### config.mk
export PLATFORM = sky130hd
export DESIGN_NAME = preemptive_priority_scheduler_core
export DESIGN_NICKNAME = d
export VERILOG_FILES = /design/src/rtl/pps_pkg.sv /design/src/rtl/pps_datapath.sv /design/src/rtl/pps_ctrl.sv /design/src/rtl/preemptive_priority_scheduler_core.sv
export SDC_FILE = /design/constraint.sdc
export NUM_CORES = 1
export LEC_CHECK = 0
export BUFFER_PORTS_ARGS = -buffer_cell sky130_fd_sc_hd__buf_2
export CAP_MARGIN = 40
export CORE_ASPECT_RATIO = 2
export CORE_UTILIZATION = 45
export CTS_CLUSTER_SIZE = 28
export DETAILED_ROUTE_END_ITERATION = 8
export PLACE_DENSITY = 0.73
export SYNTH_ARGS = -nofsm -noshare
export SYNTH_HDL_FRONTEND = slang
export SYNTH_SLANG_ARGS = --single-unit
### constraint.sdc
create_clock -name clk -period 10.8 [get_ports clk]
set_clock_uncertainty 0.2 [all_clocks]
set_input_delay 0.54 -clock clk [delete_from_list [all_inputs] [get_ports clk]]
set_output_delay 0.54 -clock clk [all_outputs]
set_load 0.005 [all_outputs]
### src/rtl/pps_pkg.sv
package pps_pkg;

  // Sizing
  localparam int QUEUE_DEPTH = 16;
  localparam int MAX_TASKS   = 32;
  localparam int QW          = $clog2(QUEUE_DEPTH);
  localparam int CW          = $clog2(QUEUE_DEPTH + 1);

  // Fixed field widths
  localparam int ID_W    = 5;
  localparam int LEFT_W  = 8;
  localparam int PRIO_W  = 4;
  localparam int QCNT_W  = 5;

  // Item function codes
  localparam logic FUNC_ARRIVE = 1'b0;
  localparam logic FUNC_TICK   = 1'b1;

  typedef struct packed {
    logic              func;
    logic [ID_W-1:0]   arrive_id;
    logic [LEFT_W-1:0] arrive_burst;
    logic [PRIO_W-1:0] arrive_priority;
  } in_t;

  typedef struct packed {
    logic              running_valid;
    logic [ID_W-1:0]   running_id;
    logic [LEFT_W-1:0] running_left;
    logic              switched;
    logic              finished;
    logic              overflow;
    logic [QCNT_W-1:0] queue_count;
  } out_t;

  // One task record, running or queued
  typedef struct packed {
    logic [ID_W-1:0]   id;
    logic [LEFT_W-1:0] left;
    logic [PRIO_W-1:0] prio;
  } entry_t;

  typedef enum logic [2:0] {
    S_IDLE,
    S_EXEC,
    S_SCAN,
    S_PICK,
    S_SHIFT,
    S_DONE
  } state_t;

  // Controller to datapath
  typedef struct packed {
    logic latch;
    logic exec;
    logic scan;
    logic pick;
    logic shift;
    logic out_load;
  } cmd_t;

  // Datapath to controller
  typedef struct packed {
    logic is_tick;
    logic busy;
    logic last_unit;
    logic q_empty;
    logic scan_last;
    logic shift_done;
  } stat_t;

endpackage

### src/rtl/pps_datapath.sv
module pps_datapath import pps_pkg::*; (
  input  logic   clk,
  input  logic   rst,
  input  in_t    in_data,
  input  cmd_t   cmd,
  output stat_t  stat,
  output out_t   out_data
);

  // Ready queue storage, kept in queue order
  entry_t mem [QUEUE_DEPTH];
  entry_t rd_data;
  logic [QW-1:0] rd_addr;
  logic          we;
  logic [QW-1:0] waddr;
  entry_t        wdata;

  in_t           in_reg;
  logic          busy;
  entry_t        run;
  logic [CW-1:0] count;
  logic          sw;
  logic          fin;
  logic          ovf;
  logic [QW-1:0] scan_idx;
  logic [QW-1:0] best_idx;
  entry_t        best;
  logic [QW-1:0] sh_idx;

  logic   arrive;
  logic   preempt;
  logic   q_full;
  entry_t new_ent;

  // Decode of the latched item
  always_comb begin
    arrive  = (in_reg.func == FUNC_ARRIVE);
    new_ent = '{id: in_reg.arrive_id, left: in_reg.arrive_burst,
                prio: in_reg.arrive_priority};
    preempt = busy && (in_reg.arrive_priority < run.prio);
    q_full  = (count >= CW'(QUEUE_DEPTH));
  end

  // Status back to controller
  always_comb begin
    stat.is_tick    = (in_reg.func == FUNC_TICK);
    stat.busy       = busy;
    stat.last_unit  = (run.left <= LEFT_W'(1));
    stat.q_empty    = (count == '0);
    stat.scan_last  = ((CW'(scan_idx) + CW'(1)) == count);
    stat.shift_done = ((CW'(sh_idx) + CW'(1)) >= count);
  end

  // Memory port control: enqueue at the tail, or close the gap on dispatch
  always_comb begin
    we    = 1'b0;
    waddr = count[QW-1:0];
    wdata = new_ent;
    if (cmd.exec && arrive && busy && !q_full) begin
      we    = 1'b1;
      wdata = preempt ? run : new_ent;
    end
    if (cmd.shift && !stat.shift_done) begin
      we    = 1'b1;
      waddr = sh_idx;
      wdata = rd_data;
    end
  end

  always_comb begin
    rd_addr = '0;
    if (cmd.scan) begin
      rd_addr = scan_idx + QW'(1);
    end else if (cmd.pick) begin
      rd_addr = best_idx + QW'(1);
    end else if (cmd.shift) begin
      rd_addr = sh_idx + QW'(2);
    end
  end

  always_ff @(posedge clk) begin
    if (we) begin
      mem[waddr] <= wdata;
    end
    rd_data <= mem[rd_addr];
  end

  // Scheduler control state
  always_ff @(posedge clk) begin
    if (rst) begin
      busy  <= 1'b0;
      run   <= '0;
      count <= '0;
      sw    <= 1'b0;
      fin   <= 1'b0;
      ovf   <= 1'b0;
    end else begin
      if (cmd.latch) begin
        sw  <= 1'b0;
        fin <= 1'b0;
        ovf <= 1'b0;
      end
      if (cmd.exec) begin
        if (arrive) begin
          if (!busy) begin
            busy <= 1'b1;
            run  <= new_ent;
            sw   <= 1'b1;
          end else begin
            if (q_full) begin
              ovf <= 1'b1;
            end else begin
              count <= count + CW'(1);
            end
            if (preempt) begin
              run <= new_ent;
              sw  <= 1'b1;
            end
          end
        end else if (busy) begin
          if (!stat.last_unit) begin
            run.left <= run.left - LEFT_W'(1);
          end else begin
            fin <= 1'b1;
            if (stat.q_empty) begin
              busy <= 1'b0;
              run  <= '0;
            end
          end
        end
      end
      if (cmd.pick) begin
        busy <= 1'b1;
        run  <= best;
        sw   <= 1'b1;
      end
      if (cmd.shift && stat.shift_done) begin
        count <= count - CW'(1);
      end
    end
  end

  // Input latch, scan pointers and result register
  always_ff @(posedge clk) begin
    if (cmd.latch) begin
      in_reg <= in_data;
    end
    if (cmd.exec) begin
      scan_idx <= '0;
    end
    // first entry always wins; later ones only on a strictly better priority
    if (cmd.scan) begin
      if (scan_idx == '0 || rd_data.prio < best.prio) begin
        best     <= rd_data;
        best_idx <= scan_idx;
      end
      scan_idx <= scan_idx + QW'(1);
    end
    if (cmd.pick) begin
      sh_idx <= best_idx;
    end
    if (cmd.shift && !stat.shift_done) begin
      sh_idx <= sh_idx + QW'(1);
    end
    if (cmd.out_load) begin
      out_data.running_valid <= busy;
      out_data.running_id    <= busy ? run.id : '0;
      out_data.running_left  <= busy ? run.left : '0;
      out_data.switched      <= sw;
      out_data.finished      <= fin;
      out_data.overflow      <= ovf;
      out_data.queue_count   <= QCNT_W'(count);
    end
  end

  a_count_bound: assert property (@(posedge clk) disable iff (rst)
    count <= CW'(QUEUE_DEPTH))
    else $error("queue count beyond depth");

  a_idle_clear: assert property (@(posedge clk) disable iff (rst)
    !busy |-> (run.id == '0 && run.left == '0))
    else $error("idle run slot not cleared");

  a_write_in_range: assert property (@(posedge clk) disable iff (rst)
    we |-> (CW'(waddr) < count || (cmd.exec && CW'(waddr) == count)))
    else $error("queue write outside occupied range");

  a_pick_after_scan: assert property (@(posedge clk) disable iff (rst)
    cmd.pick |-> $past(cmd.scan) && $past(stat.scan_last))
    else $error("dispatch without completed scan");

endmodule

### src/rtl/pps_ctrl.sv
module pps_ctrl import pps_pkg::*; (
  input  logic  clk,
  input  logic  rst,
  input  logic  in_valid,
  output logic  in_stall,
  output logic  out_valid,
  input  logic  out_stall,
  input  stat_t stat,
  output cmd_t  cmd
);

  state_t state;
  state_t state_next;
  logic   out_valid_next;

  always_ff @(posedge clk) begin
    if (rst) begin
      state     <= S_IDLE;
      out_valid <= 1'b0;
    end else begin
      state     <= state_next;
      out_valid <= out_valid_next;
    end
  end

  // Sequencing of one item
  always_comb begin
    state_next = state;
    cmd        = '0;
    in_stall   = (state != S_IDLE);
    case (state)
      S_IDLE: begin
        if (in_valid) begin
          cmd.latch  = 1'b1;
          state_next = S_EXEC;
        end
      end
      S_EXEC: begin
        cmd.exec = 1'b1;
        if (stat.is_tick && stat.busy && stat.last_unit && !stat.q_empty) begin
          state_next = S_SCAN;
        end else begin
          state_next = S_DONE;
        end
      end
      S_SCAN: begin
        cmd.scan = 1'b1;
        if (stat.scan_last) begin
          state_next = S_PICK;
        end
      end
      S_PICK: begin
        cmd.pick   = 1'b1;
        state_next = S_SHIFT;
      end
      S_SHIFT: begin
        cmd.shift = 1'b1;
        if (stat.shift_done) begin
          state_next = S_DONE;
        end
      end
      S_DONE: begin
        if (!out_valid || !out_stall) begin
          cmd.out_load = 1'b1;
          state_next   = S_IDLE;
        end
      end
      default: begin
        state_next = S_IDLE;
      end
    endcase
  end

  // Result beat register handshake
  always_comb begin
    out_valid_next = out_valid && out_stall;
    if (cmd.out_load) begin
      out_valid_next = 1'b1;
    end
  end

  a_load_free: assert property (@(posedge clk) disable iff (rst)
    cmd.out_load |-> (!out_valid || !out_stall))
    else $error("result overwritten while held");

  a_accept_idle: assert property (@(posedge clk) disable iff (rst)
    cmd.latch |=> state == S_EXEC)
    else $error("accepted beat not executed");

  a_done_from_work: assert property (@(posedge clk) disable iff (rst)
    state == S_SCAN |=> (state == S_SCAN || state == S_PICK))
    else $error("scan left early");

endmodule

### src/rtl/preemptive_priority_scheduler_core.sv
// Preemptive priority scheduler, one result beat per input beat. The input is
// stalled while an item is in work. An arrival or a tick that does not complete
// the running task goes from the execute state straight to the result state. A
// tick that completes the running task while tasks wait also dispatches the best
// one: the ready queue is a 16-deep memory with one read and one write port that
// is scanned one entry per cycle for the best priority, then closed up one entry
// per cycle behind the dispatched task. A result that cannot load while the
// previous one is held on out_stall keeps the input stalled as well.
// The block takes a new item whenever it is between items, even while the previous
// result is still held in the output register.
module preemptive_priority_scheduler_core import pps_pkg::*; (
  input  logic clk,
  input  logic rst,
  input  logic in_valid,
  output logic in_stall,
  input  in_t  in_data,
  output logic out_valid,
  input  logic out_stall,
  output out_t out_data
);

  cmd_t  cmd;
  stat_t stat;

  pps_ctrl u_ctrl (
    .clk       (clk),
    .rst       (rst),
    .in_valid  (in_valid),
    .in_stall  (in_stall),
    .out_valid (out_valid),
    .out_stall (out_stall),
    .stat      (stat),
    .cmd       (cmd)
  );

  pps_datapath u_dp (
    .clk      (clk),
    .rst      (rst),
    .in_data  (in_data),
    .cmd      (cmd),
    .stat     (stat),
    .out_data (out_data)
  );

endmodule
==> results.md, run 1 <==
Run status:
- The run finished with clean final reports.

Flow run:
- The max-capacitance violation count is 0.

Power:
- The power per cell area is 178 mW/mm^2.
- The worst-case IR drop observed on VDD is between 150 and 200 uV.
- The static leakage power is ~6.5 nW.

Worst hold path:
- The class of the most critical hold timing path is in2reg.
- The worst hold path startpoint is out_stall.

Timing:
- The worst pin sits at a relative slew slack of 0.376.
- Setup repair after global routing left no endpoint under its margin.
- The slew at the pin closest to its max-slew limit is just over 0.9 ns.
- The final count of hold timing violations is 0.
- The final setup TNS is 0 ns.
- The post-layout minimum cycle time is about 3.8 ns.
- The fmax is approximately 260 MHz.
- The number of endpoints failing setup at the final stage is 0.
- In the finished design, the share of the clock period the worst path needs comes to 0.355.
- The final-report max-slew violation count was 0.

Worst setup path:
- The required time at the worst-slack endpoint is approximately 11 ns.
- The family with the most delay on the worst path is compound AO/OA/AOI/OAI gates.
- The worst setup path is captured at a flip-flop.
- The cell with the largest stage delay on the worst path is buf_4.
- Walking the worst path, the cells encountered are nor3b_2 -> a22o_4 -> buf_4 -> nand2_1 -> a32oi_1 -> mux2i_1 -> mux2i_1.
- The worst setup path is of the reg2reg kind.
- The endpoint of the most critical register-to-register path is u_dp.rd_data[3].
- The nature of the critical path startpoint is a flip-flop.
- In this run the number of cells on the critical path is 7.
- Among the stages of the critical path, the cell type that occurs most often is mux2i_1.
- The worst-case register-to-register setup slack is ~7.0 ns.
- In this run the worst path has a maximum fanout of 81.
- The most critical setup path has its startpoint at u_ctrl.state[2].
- The worst-case reg-to-reg path depth is 7.
- The startpoint identified for the worst register-to-register timing path is u_ctrl.state[2].
- The worst stage delay on the critical path is 0.76 ns.
- Together, buffers and inverters on the worst path number 1.
- The most critical setup path has its endpoint at u_dp.rd_data[3].
- Data arrives at the worst endpoint at 4.14 ns.

Clock tree:
- The clock transition at the registers of the reported paths is ~0.080 ns.
- The maximum buffer depth of the clock tree is 3.
- The TritonCTS clock tree is yes.
- The post-cts resize count is 0.
- For this design, the CTS-stage hold fixing added 18 buffers.
- The CTS sink count is 388.
- The cell sitting at the root of the clock tree is a clkbuf_16.
- The clock latency on the worst-skew pair is about 0.58 ns.
- The total clock buffers created by CTS is 30.
- The buffer count from post-CTS setup fixing is 0.
- In this run the number of H-tree levels came out at 1.

Placed design:
- The final estimated routing congestion in global placement is 0.903.
- Summed over all nets, the half-perimeter wirelength after detailed placement is between 20000 and 30000 um.
- The instance count after placement with tap cells included is between 1500 and 2000.
- The placed instance area is roughly 0.017 mm^2.
- The number of input and output port buffers inserted is 45.

GRT:
- The total congestion overflow after global routing is 0.
- The via count of the first global-routing pass was 10200.
- For this run, the total global-route usage over all layers was measured as 0.216.
- The met2 layer usage reported by global route is 0.393.
- The initial antenna violation count is 0.
- The global-route wire length before repair is approximately 60000 um.
- The met3 usage in global routing is 0.0232.
- The pin count of the biggest net entering global routing is 87.
- For met1 alone, demand over resource in global routing was 0.228.
- The global routing stage identified its most utilized layer as met2.

Floorplanning:
- The number of top-level pins is 46.
- The die covers 0.0369 mm^2.
- The die is 136 um wide.
- The initial standard-cell utilization of the core is 0.455.
- In this run the vertical extent of the chip is 271 um.
- The standard cell core area is between 0.03 and 0.04 mm^2.
- The standard-cell row count is 98.

Yosys:
- The most used flip-flop cell after synthesis is edfxtp_1.
- In the synthesized netlist, the number of instances is around 1200.
- The share of the synthesized area in the top cell type is 0.631.
- Dividing the synthesized area by the synthesized cell count gives ~13 um^2.
- After synthesis, the cell types taking the most area are edfxtp_1, dfxtp_1, nand2_1.
- The yosys synthesis warning count is 0.
- The count of state elements after synthesis is between 300 and 400.
- The share of flip-flops with an asynchronous set or reset is 0.
- The post-synthesis cell type with the largest combined area is edfxtp_1.
- Counting flops with a built-in enable in the synthesized netlist gives about 340.
- The share of the Yosys chip area taken by registers is 0.689.
- After synthesis the cells add up to around 0.016 mm^2.
- The number of distinct library cell variants in the gate-level netlist after synthesis is 61.
- The net count of the mapped netlist is approximately 1300.

Routing:
- Dividing the detail-routed wire length by the instance count gives between 20 and 25 um.
- The total via count after detailed routing is 10100.
- The pre-antenna-repair detailed-routing pass consisted of 5 iterations.
- The final antenna-violating net count is 0.
- The via density per instance is 5.72.
- The DRC violation count after routing is 0.
- The detailed router finished its first iteration with between 600 and 700 violations.
- The total detailed-routing wirelength is approximately 39000 um.

Final layout:
- The utilization after layout is 0.514.
- The register with the most flip-flops in the final layout is u_dp.mem.
- The number of standard cells in the final layout excluding fillers is roughly 1800.
- The repair_antennas step left the layout with diodes totalling 0.
- The net total in the final layout is ~1300.
- Once layout is done, the placed cells without fillers occupy around 0.018 mm^2.
- Of the cells placed in the final design, the portion with a size suffix greater than 1 is 0.146.
- The flip-flop count of the largest register after layout is 272.
- In the final layout, the registers with the most flip-flops are u_dp.mem x272, u_dp.out_data x22.
- The area added between synthesis and finish is 13.1%.
power by group:
part | switching, W | internal, W | leakage [nW]
combinational | 0.000241 | 0.000123 | 2.49
clock | 0.000517 | 0.000644 | 0.497
sequential | 0.0000348 | 0.00170 | 3.47
total | 0.000793 | 0.00247 | 6.46
tightest hold or removal path: cells and delay by family:
kind	cells	cell delay [ns]
buffers and inverters	1	0.11
AND/OR/NAND/NOR	1	0.07
AO/OA/AOI/OAI	1	0.06
how the worst min path moves through the flow:
stage	slack [ns]	endpoint	depth (start not counted)
5_1_grt	0.05	u_ctrl.out_valid	3
6_report	0.04	u_ctrl.out_valid	3
4_1_cts	0.02	u_ctrl.out_valid	3
2_1_floorplan	0.21	u_dp.best[10]	0
3_5_place_dp	0.21	u_dp.best[13]	0
3_3_place_gp	0.21	u_dp.best[4]	0
cell usage after synthesis (8+ instances only):
cell      count
edfxtp_1    341
nand2_1     238
a21oi_1      97
mux2i_1      70
a32oi_1      69
nor2_1       49
dfxtp_1      47
clkbuf_1     45
o21ai_0      35
inv_1        30
ha_1         21
nor3_1       20
buf_2        18
and2_1       14
xnor2_1      10
nand2b_1      8
or2_2         8
cells in the final DEF, fill, tap and decap left out, drive strengths merged, types with 6 or more instances in the layout:
cell type,Yosys,layout
inv,30,30
edfxtp,341,341
dlygate4sd3,0,18
nor2,49,49
a32oi,69,69
a221oi,10,10
mux2i,70,70
a211oi,7,7
o221ai,6,6
xnor2,10,10
nor2b,7,7
or2,8,8
a21oi,97,97
and2,15,15
nand2b,8,8
dfxtp,47,47
nand2,238,238
clkbuf,46,34
buf,32,85
nor3,20,20
xor2,6,6
nand3,7,7
o21ai,36,36
ha,21,21
clkinv,0,13
through the flow:
step,hold WS (ns),setup WS (ns),power (W)
after floorplan,0.208,7.17,0.00198
after global placement,0.210,6.52,0.00211
after detailed placement,0.214,6.95,0.00213
after CTS,0.0171,6.99,0.00328
after global routing,0.0464,6.79,0.00337
final,0.0353,6.97,0.00326
layer usage:
metal / routed length, um / vias to the layer above
met2: 20700 / 352
li1: - / 4711
met4: 2910 / 0
met3: 1670 / 98
met1: 13600 / 4947
met5: 0 / -
logic make-up (layout without fill, tap and decap cells):
family | count (synthesis) | count (layout) | share of synthesized area
flip-flops | 388 | 388 | 0.689
AND/OR/NAND/NOR | 374 | 374 | 0.101
AO/OA/AOI/OAI | 252 | 252 | 0.107
buffers and inverters | 108 | 191 | 0.0302
multiplexers | 75 | 75 | 0.0467
adder cells (fa/ha/maj) | 22 | 22 | 0.0174
XOR/XNOR | 16 | 16 | 0.00864
area by class of cell:
| cell class | instances | area [um^2] |
|---|---|---|
| clock buffer | 33 | 783 |
| clock inverter | 23 | 251 |
| fill | 2901 | 17300 |
| inverter | 30 | 113 |
| multi-input combinational | 739 | 4640 |
| sequential | 388 | 11200 |
| tap | 450 | 563 |
| timing repair buffer | 105 | 812 |
Note: power is estimated with default switching activity, not from simulation.
==> run 2: changes to the inputs <==
--- a/config.mk
+++ b/config.mk
@@ -11,7 +11,7 @@
 export CORE_UTILIZATION = 45
 export CTS_CLUSTER_SIZE = 28
 export DETAILED_ROUTE_END_ITERATION = 8
-export PLACE_DENSITY = 0.73
+export PLACE_DENSITY = 0.75
 export SYNTH_ARGS = -nofsm -noshare
 export SYNTH_HDL_FRONTEND = slang
 export SYNTH_SLANG_ARGS = --single-unit
==> constraint.sdc (replaced) <==
create_clock -name clk -period 3.1 [get_ports clk]
set_clock_uncertainty 0.2 [all_clocks]
set_input_delay 0.155 -clock clk [delete_from_list [all_inputs] [get_ports clk]]
set_output_delay 0.155 -clock clk [all_outputs]
set_load 0.005 [all_outputs]
==> results.md, run 2 (synthesized netlist as in run 1, its figures left out) <==
Final layout:
- The area of the multi-input gates came to 0.00480 mm^2 (+3.4%).
- The most flop-heavy register is u_dp.mem.
- The post-route cell area is 0.0192 mm^2 (+4.6%).
- The layout cell share with drive strength beyond 1 is 0.185 (+0.0389).
- The flip-flop count of the largest register after layout was 272 (unchanged).
- The library cells used most frequently in the layout, excluding fill and tap cells, are edfxtp_1, nand2_1, a21oi_1.
- The storage element area came to 0.0112 mm^2 (unchanged).
- The largest registers in the layout are u_dp.mem x272, u_dp.out_data x22.
- The filler cell count in the final layout was 2770 (-4.5%).
- The net total in the final layout was 1391 (+4.0%).
- The number of antenna cells inserted came to 0 (unchanged).
- The area added between synthesis and finish is 18.3%.
- Leaving out fill and tap cells, the most frequent cell in the layout is edfxtp_1.

Worst setup path:
- The kind of critical path is reg2reg.
- The sort of element at the end of the critical path is a flip-flop.
- The required time at the worst-slack endpoint was 3.17 ns (-7.93 ns).
- STA classifies the critical path startpoint as a flip-flop.
- The maximum fanout along the worst path is 17 (-79%).
- The arrival time at the worst endpoint was 3.11 ns (-1.03 ns).

Timing:
- Setup repair after global routing could not meet its margin everywhere.
- The worst hold margin was 0.0897 ns (+0.0544 ns).
- The fraction of the cycle the final worst path needs is 0.981 (+0.626).
- The post-layout minimum cycle time is 3.04 ns (-0.794 ns).
- The slew at the pin closest to its max-slew limit came to 0.807 ns (-0.122 ns).
- The final-report max-slew violation count is 0 (unchanged).
- The remaining max-slew budget at the tightest pin is 0.461 (+0.0857).
- The final count of hold timing violations is 0 (unchanged).
- The number of endpoints failing setup at the final stage is 0 (unchanged).
- The fmax is 329 MHz (+26%).

Placed design:
- The number of input and output port buffers inserted came to 45 (unchanged).
- The final estimated routing congestion in global placement is 0.871 (-3.6%).
- The sum of net half-perimeters after detailed placement is 25100 um (-6.1%).
- The placed instance area is 0.0178 mm^2 (+4.0%).

GRT:
- The via count of the first global-routing pass is 10800 (+6.7%).
- The initial antenna violation count is 1 (+1).
- The total congestion overflow after global routing was 0 (unchanged).
- The total routing usage reported by global routing is 0.212 (-0.00433).
- The global-route wire length before repair is 59000 um (-0.83%).
- The pin count of the biggest net entering global routing is 111 (+28%).

Power:
- The static leakage power is 6.82 nW (+5.6%).
- The power per cell area is 599 mW/mm^2 (+240%).
- The worst ir drop on vdd is 836 uV (+360%).

Worst hold path:
- The class of the most critical hold timing path is in2reg.

Floorplanning:
- The standard cell core area is 0.0357 mm^2 (unchanged).
- The area enclosed by the die boundary was 0.0369 mm^2 (unchanged).
- The standard-cell row count was 98 (unchanged).
- The number of top-level pins is 46 (unchanged).
- The initial standard-cell utilization of the core came to 0.455 (unchanged).
- The x dimension of the die was 136 um (unchanged).
- The die outline height was 271 um (unchanged).

Clock tree:
- The TritonCTS clock tree is yes.
- The CTS sink count was 388 (unchanged).
- The clock latency on the worst-skew pair came to 0.58 ns (about the same).
- The clock transition at the registers of the reported paths is 0.08 ns (about the same).
- The root buffer cell is clkbuf_16.
- The total clock buffers created by CTS is 30 (unchanged).
- The maximum buffer depth of the clock tree is 3 (unchanged).
- The H-tree depth reported by CTS is 1 (unchanged).

Routing:
- The initial DRC count is 687 (+10%).
- The via density per instance is 5.83 (+2.0%).
- The average detailed-routed wire length per instance is 21.2 um (-3.7%).
- The DRC violation count after routing is 0 (unchanged).
- The length of the first detailed-routing pass in iterations is 5 (unchanged).
- The total via count after detailed routing is 10600 (+5.1%).
- The final antenna-violating net count came to 0 (unchanged).
- The total detailed-routing wirelength came to 38600 um (-0.86%).

Flow run:
- The max-capacitance violation count was 0 (unchanged).

Run status:
- The flow ran to the end, and the final reports show no timing, DRC or antenna violations.
## run 2: what timing repair did
action | in CTS | in global routing
setup endpoints to repair | 203 | 530
endpoints found under the hold margin | 44 | 0
gates resized for setup | 2 | 11
buffers inserted | 2 | 1
hold buffers | 22 | 0
pin swaps | 1 | 1
## run 2: per-layer routing
metal	share of wire	wire [um]	GRT usage	up-vias
li1	-	-	-	4809
met1	0.34	13200	0.217	5275
met2	0.56	21600	0.407	416
met3	0.045	1730	0.0212	123
met4	0.054	2070	0.118	0
met5	0	0	0	-
## run 2: final timing paths
check                        from        endpoint  slack, ns  cells after the start
setup / recovery   u_dp.sh_idx[1]  u_dp.mem[7][8]       0.06                     10
hold / removal         in_data[8]  u_dp.in_reg[8]       0.09                      2
setup reg to reg   u_dp.sh_idx[1]  u_dp.mem[7][8]       0.06                     10
hold reg to reg   u_dp.rd_data[9]    u_dp.best[9]       0.24                      0
## run 2: through the flow
step | setup WS [ns] | setup TNS (ns) | cells | utilization | total power, W
2_1_floorplan | -0.117 | -6.09 | 1235 | - | 0.00693
3_3_place_gp | -0.0869 | -3.60 | 1740 | 0.499 | 0.00733
3_5_place_dp | -0.0815 | -3.06 | 1740 | 0.499 | 0.00739
4_1_cts | 0.00934 | 0 | 1820 | 0.536 | 0.0115
5_1_grt | -0.0345 | -1.43 | 1821 | 0.538 | 0.0119
6_report | 0.0597 | 0 | 1821 | 0.538 | 0.0115
## run 2: cell type report
cell class                      count  area share
Sequential cell                   388       0.583
Multi-Input combinational cell    739       0.250
Timing Repair Buffer              158      0.0764
Clock buffer                       39      0.0435
Tap cell                          450      0.0293
Clock inverter                     17      0.0119
Inverter                           30     0.00587
## run 2: worst max-delay path, stage by stage, from the launching register on
cell      delay [ns]
edfxtp_1        0.43
ha_1            0.25
nand2_1         0.09
xnor2_1         0.14
ha_1            0.28
nor3_2          0.17
o21a_1          0.16
a31o_4          0.18
mux2_2          0.46
nor2_4          0.16
buf_12          0.20
## run 2: power breakdown
part | switching (W) | internal (W) | total, W | leakage, nW
sequential | 0.000121 | 0.00593 | 0.00605 | 3.47
clock | 0.00183 | 0.00233 | 0.00417 | 0.512
combinational | 0.000771 | 0.000504 | 0.00128 | 2.84
==> run 3: changes to the inputs <==
--- a/config.mk
+++ b/config.mk
@@ -5,12 +5,14 @@
 export SDC_FILE = /design/constraint.sdc
 export NUM_CORES = 1
 export LEC_CHECK = 0
+export ABC_AREA = 1
 export BUFFER_PORTS_ARGS = -buffer_cell sky130_fd_sc_hd__buf_2
 export CAP_MARGIN = 40
 export CORE_ASPECT_RATIO = 2
 export CORE_UTILIZATION = 45
 export CTS_CLUSTER_SIZE = 28
 export DETAILED_ROUTE_END_ITERATION = 8
+export MAX_ROUTING_LAYER = met4
 export PLACE_DENSITY = 0.75
 export SYNTH_ARGS = -nofsm -noshare
 export SYNTH_HDL_FRONTEND = slang
==> results.md, run 3 <==
Final layout:
- The number of standard cells in the final layout excluding fillers is 2438 (+34%).
- The most frequent standard cell in the layout excluding fill and tap cells is nand2_1.
- The net total in the final layout is 1941 (+40%).
- The filler cell count in the final layout is 3005 (+8.5%).
- The library cells used most frequently in the layout, excluding fill and tap cells, are nand2_1, nand3_1, edfxtp_1.
- The flip-flop count of the largest register after layout is 272 (unchanged).
- The most flop-heavy register is u_dp.mem.
- The layout cell share with drive strength beyond 1 came to 0.176 (-0.00816).
- The area added between synthesis and finish is 22.6%.
- The largest registers in the layout are u_dp.mem x272, u_dp.out_data x22.
- The post-route cell area is 0.0213 mm^2 (+11%).

Clock tree:
- The root buffer cell is clkbuf_16.
- The clock transition at the registers of the reported paths is 0.07 ns (about the same).
- The maximum buffer depth of the clock tree is 3 (unchanged).
- The CTS sink count is 388 (unchanged).
- The total clock buffers created by CTS is 31 (+3.3%).
- The clock latency on the worst-skew pair came to 0.60 ns (+0.02 ns).
- The TritonCTS clock tree is yes.
- The H-tree depth reported by CTS is 1 (unchanged).

Worst setup path:
- The worst setup path is launched from a flip-flop.
- The worst-case reg-to-reg path depth is 17 (+7).
- The worst setup path is of the reg2reg kind.
- The maximum fanout along the worst path is 8 (-9).
- The arrival time at the worst endpoint came to 3.38 ns (+0.27 ns).
- The required time at the worst-slack endpoint is 3.21 ns (+0.04 ns).
- The sort of element at the end of the critical path is a flip-flop.

Yosys:
- By count the netlist is led by nand2_1, nand3_1, edfxtp_1.
- The proportion of synthesized chip area in sequential cells is 0.643 (-0.0465).
- The post-synthesis adder-cell area fraction is 0.0163 (-0.00118).
- The number of distinct library cell variants in the gate-level netlist after synthesis is 40 (-34%).
- In the post-synthesis netlist, the biggest area contributors are edfxtp_1, nand3_1, nand2_1.
- The net count of the mapped netlist was 1799 (+41%).
- The most used flip-flop cell after synthesis is edfxtp_1.
- Of all cell types, the one taking the most synthesized area is edfxtp_1.
- The post-synthesis instance total is 1755 (+42%).
- The number of synthesized flops with an enable pin was 341 (unchanged).
- The area of the mapped netlist came to 0.0174 mm^2 (+7.2%).
- The XOR/XNOR share of the synthesized area is 0.00604 (-0.00260).
- The per-instance average area after synthesis came to 9.91 um^2 (-25%).
- The yosys synthesis warning count is 0 (unchanged).
- The dominant combinational cell family by area after synthesis is simple AND/OR/NAND/NOR gates.
- The count of state elements after synthesis is 388 (unchanged).
- The share of the synthesized area in the top cell type is 0.589 (-0.0426).
- The area fraction in compound gates after synthesis is 0.0341 (-0.0729).
- The share of flip-flops with an asynchronous set or reset is 0 (unchanged).
- The portion of netlist area occupied by mux cells was 0 (-0.0467).
- In the post-synthesis netlist, the cell with the most instances is nand2_1.
- The post-synthesis simple-gate area fraction is 0.227 (+0.126).

Floorplanning:
- The x dimension of the die was 141 um (+3.5%).
- The number of top-level pins is 46 (unchanged).
- The initial standard-cell utilization of the core was 0.457 (+0.00273).
- The area enclosed by the die boundary is 0.0395 mm^2 (+7.2%).
- The standard cell core area is 0.0380 mm^2 (+6.6%).
- The die outline height is 280 um (+3.5%).
- The standard-cell row count was 101 (+3.1%).

Routing:
- The initial DRC count came to 1217 (+77%).
- The DRC violation count after routing is 0 (unchanged).
- The via density per instance came to 5.43 (-6.9%).
- The total via count after detailed routing is 13200 (+25%).
- The final antenna-violating net count was 0 (unchanged).
- The average detailed-routed wire length per instance came to 20.1 um (-5.4%).
- The length of the first detailed-routing pass in iterations was 6 (+1).
- The total detailed-routing wirelength is 48900 um (+27%).

Flow run:
- The max-capacitance violation count is 0 (unchanged).

Placed design:
- The placed instance area is 0.0192 mm^2 (+7.6%).
- The sum of net half-perimeters after detailed placement is 30600 um (+22%).
- The pre-CTS setup slack is -0.205 ns (-0.123 ns).
- The instance count after placement with tap cells included is 2315 (+33%).
- The number of input and output port buffers inserted is 45 (unchanged).
- The final estimated routing congestion in global placement is 0.945 (+8.5%).

GRT:
- The initial antenna violation count is 1 (unchanged).
- The via count of the first global-routing pass is 13100 (+21%).
- The global-route wire length before repair was 71300 um (+21%).
- The total routing usage reported by global routing was 0.245 (+0.0330).
- The total congestion overflow after global routing is 0 (unchanged).
- The pin count of the biggest net entering global routing is 88 (-21%).

Timing:
- The fraction of the cycle the final worst path needs was 1.05 (+0.0713).
- The final-report max-slew violation count is 0 (unchanged).
- The setup slack after layout came to -0.161 ns (-0.221 ns).
- Setup repair after global routing could not meet its margin everywhere.
- The fmax is 307 MHz (-6.8%).
- The final count of hold timing violations is 0 (unchanged).
- The slew at the pin closest to its max-slew limit is 0.896 ns (+0.0885 ns).
- The remaining max-slew budget at the tightest pin is 0.400 (-0.0612).
- The final setup TNS is -17.79 ns (-17.79 ns).
- The number of endpoints failing setup at the final stage is 251 (+251).
- The post-layout minimum cycle time was 3.26 ns (+0.221 ns).

Power:
- The worst ir drop on vdd was 426 uV (-49%).
- The power per cell area is 609 mW/mm^2 (+1.8%).
- The static leakage power is 8.74 nW (+28%).

Run status:
- The flow ran to the end, but the final reports show violations.
- The final reports fail on negative setup slack.

Worst hold path:
- The hold-critical path depth is 2 (unchanged).
- The min-delay analysis places its worst path in the category in2reg.
-- run 3: changes by cell type after synthesis, sizes merged, moves of 28 or more --
cell,delta
a21oi,-54
buf,+38
a32oi,-69
nor2,+28
nand3,+347
inv,+193
nand2,+215
mux2i,-70
-- run 3: cells by family (layout without fill, tap and decap cells) --
group | count (synthesis) | count (layout)
and+or+nand+nor | 907 | 907
AOI/OAI and AO/OA | 111 | 111
buffers and inverters | 315 | 482
other | 0 | 1
adders and majority gates | 22 | 22
DFF | 388 | 388
xor gates and xnor gates | 12 | 12
-- run 3: worst max-delay path, cell delays in order, from the launching register on --
cell	delay, ns
edfxtp_1	0.43
ha_2	0.21
or2_4	0.24
nand2_4	0.07
inv_4	0.04
ha_4	0.26
nand2_2	0.04
inv_2	0.07
nand4_1	0.17
nand4_4	0.16
buf_12	0.14
nand2_4	0.05
o21ai_4	0.06
buf_6	0.14
buf_6	0.10
nand3_4	0.08
nor2_4	0.30
clkbuf_16	0.23
-- run 3: area by class of cell --
type,count,area [um^2],area share
Sequential cell,388,11200,0.524
Multi-Input combinational cell,1052,5550,0.260
Timing Repair Buffer,199,2030,0.0951
Clock buffer,42,900,0.0422
Inverter,225,858,0.0403
Tap cell,515,644,0.0302
Clock inverter,16,160,0.00751
Antenna cell,1,2.50,0.000117
-- run 3: what timing repair did --
action                     CTS  global route
hold endpoints to repair    46             0
hold buffers                22             0
setup endpoints to repair  466           532
pin swaps                    7            15
gates resized for setup     17           112
buffers inserted            20             9
cloned                       1            14
-- run 3: path summary, 6_finish.rpt --
kind	to	from	slack, ns
hold / removal	u_dp.in_reg[5]	in_data[5]	0.07
setup / recovery	u_dp.mem[10][11]	u_dp.sh_idx[1]	-0.16
hold reg to reg	u_dp.best[4]	u_dp.rd_data[4]	0.24
setup reg to reg	u_dp.mem[10][11]	u_dp.sh_idx[1]	-0.16
-- run 3: stage by stage --
step	total power (W)	hold slack [ns]	utilization
6_report	0.0130	0.0730	0.561
5_1_grt	0.0134	0.0729	0.561
4_1_cts	0.0127	0.0586	0.544
3_5_place_dp	0.00860	0.133	0.504
3_3_place_gp	0.00853	0.134	0.504
2_1_floorplan	0.00771	0.0539	-
-- run 3: metal layers --
metal | part of all wire | GRT usage | up-vias | wire, um
met5 | 0 | - | - | 0
met4 | 0.071 | 0.177 | 0 | 3490
met1 | 0.33 | 0.247 | 6304 | 16300
li1 | - | - | 6151 | -
met2 | 0.53 | 0.436 | 617 | 26100
met3 | 0.061 | 0.0290 | 163 | 2990
-- run 3: power by group --
| group | leakage [nW] | internal, W | switching [W] | total, W |
|---|---|---|---|---|
| Sequential | 3.49 | 0.00610 | 0.000166 | 0.00626 |
| Combinational | 4.76 | 0.000888 | 0.00174 | 0.00263 |
| Clock | 0.500 | 0.00222 | 0.00188 | 0.00410 |
| Total | 8.74 | 0.00921 | 0.00379 | 0.0130 |
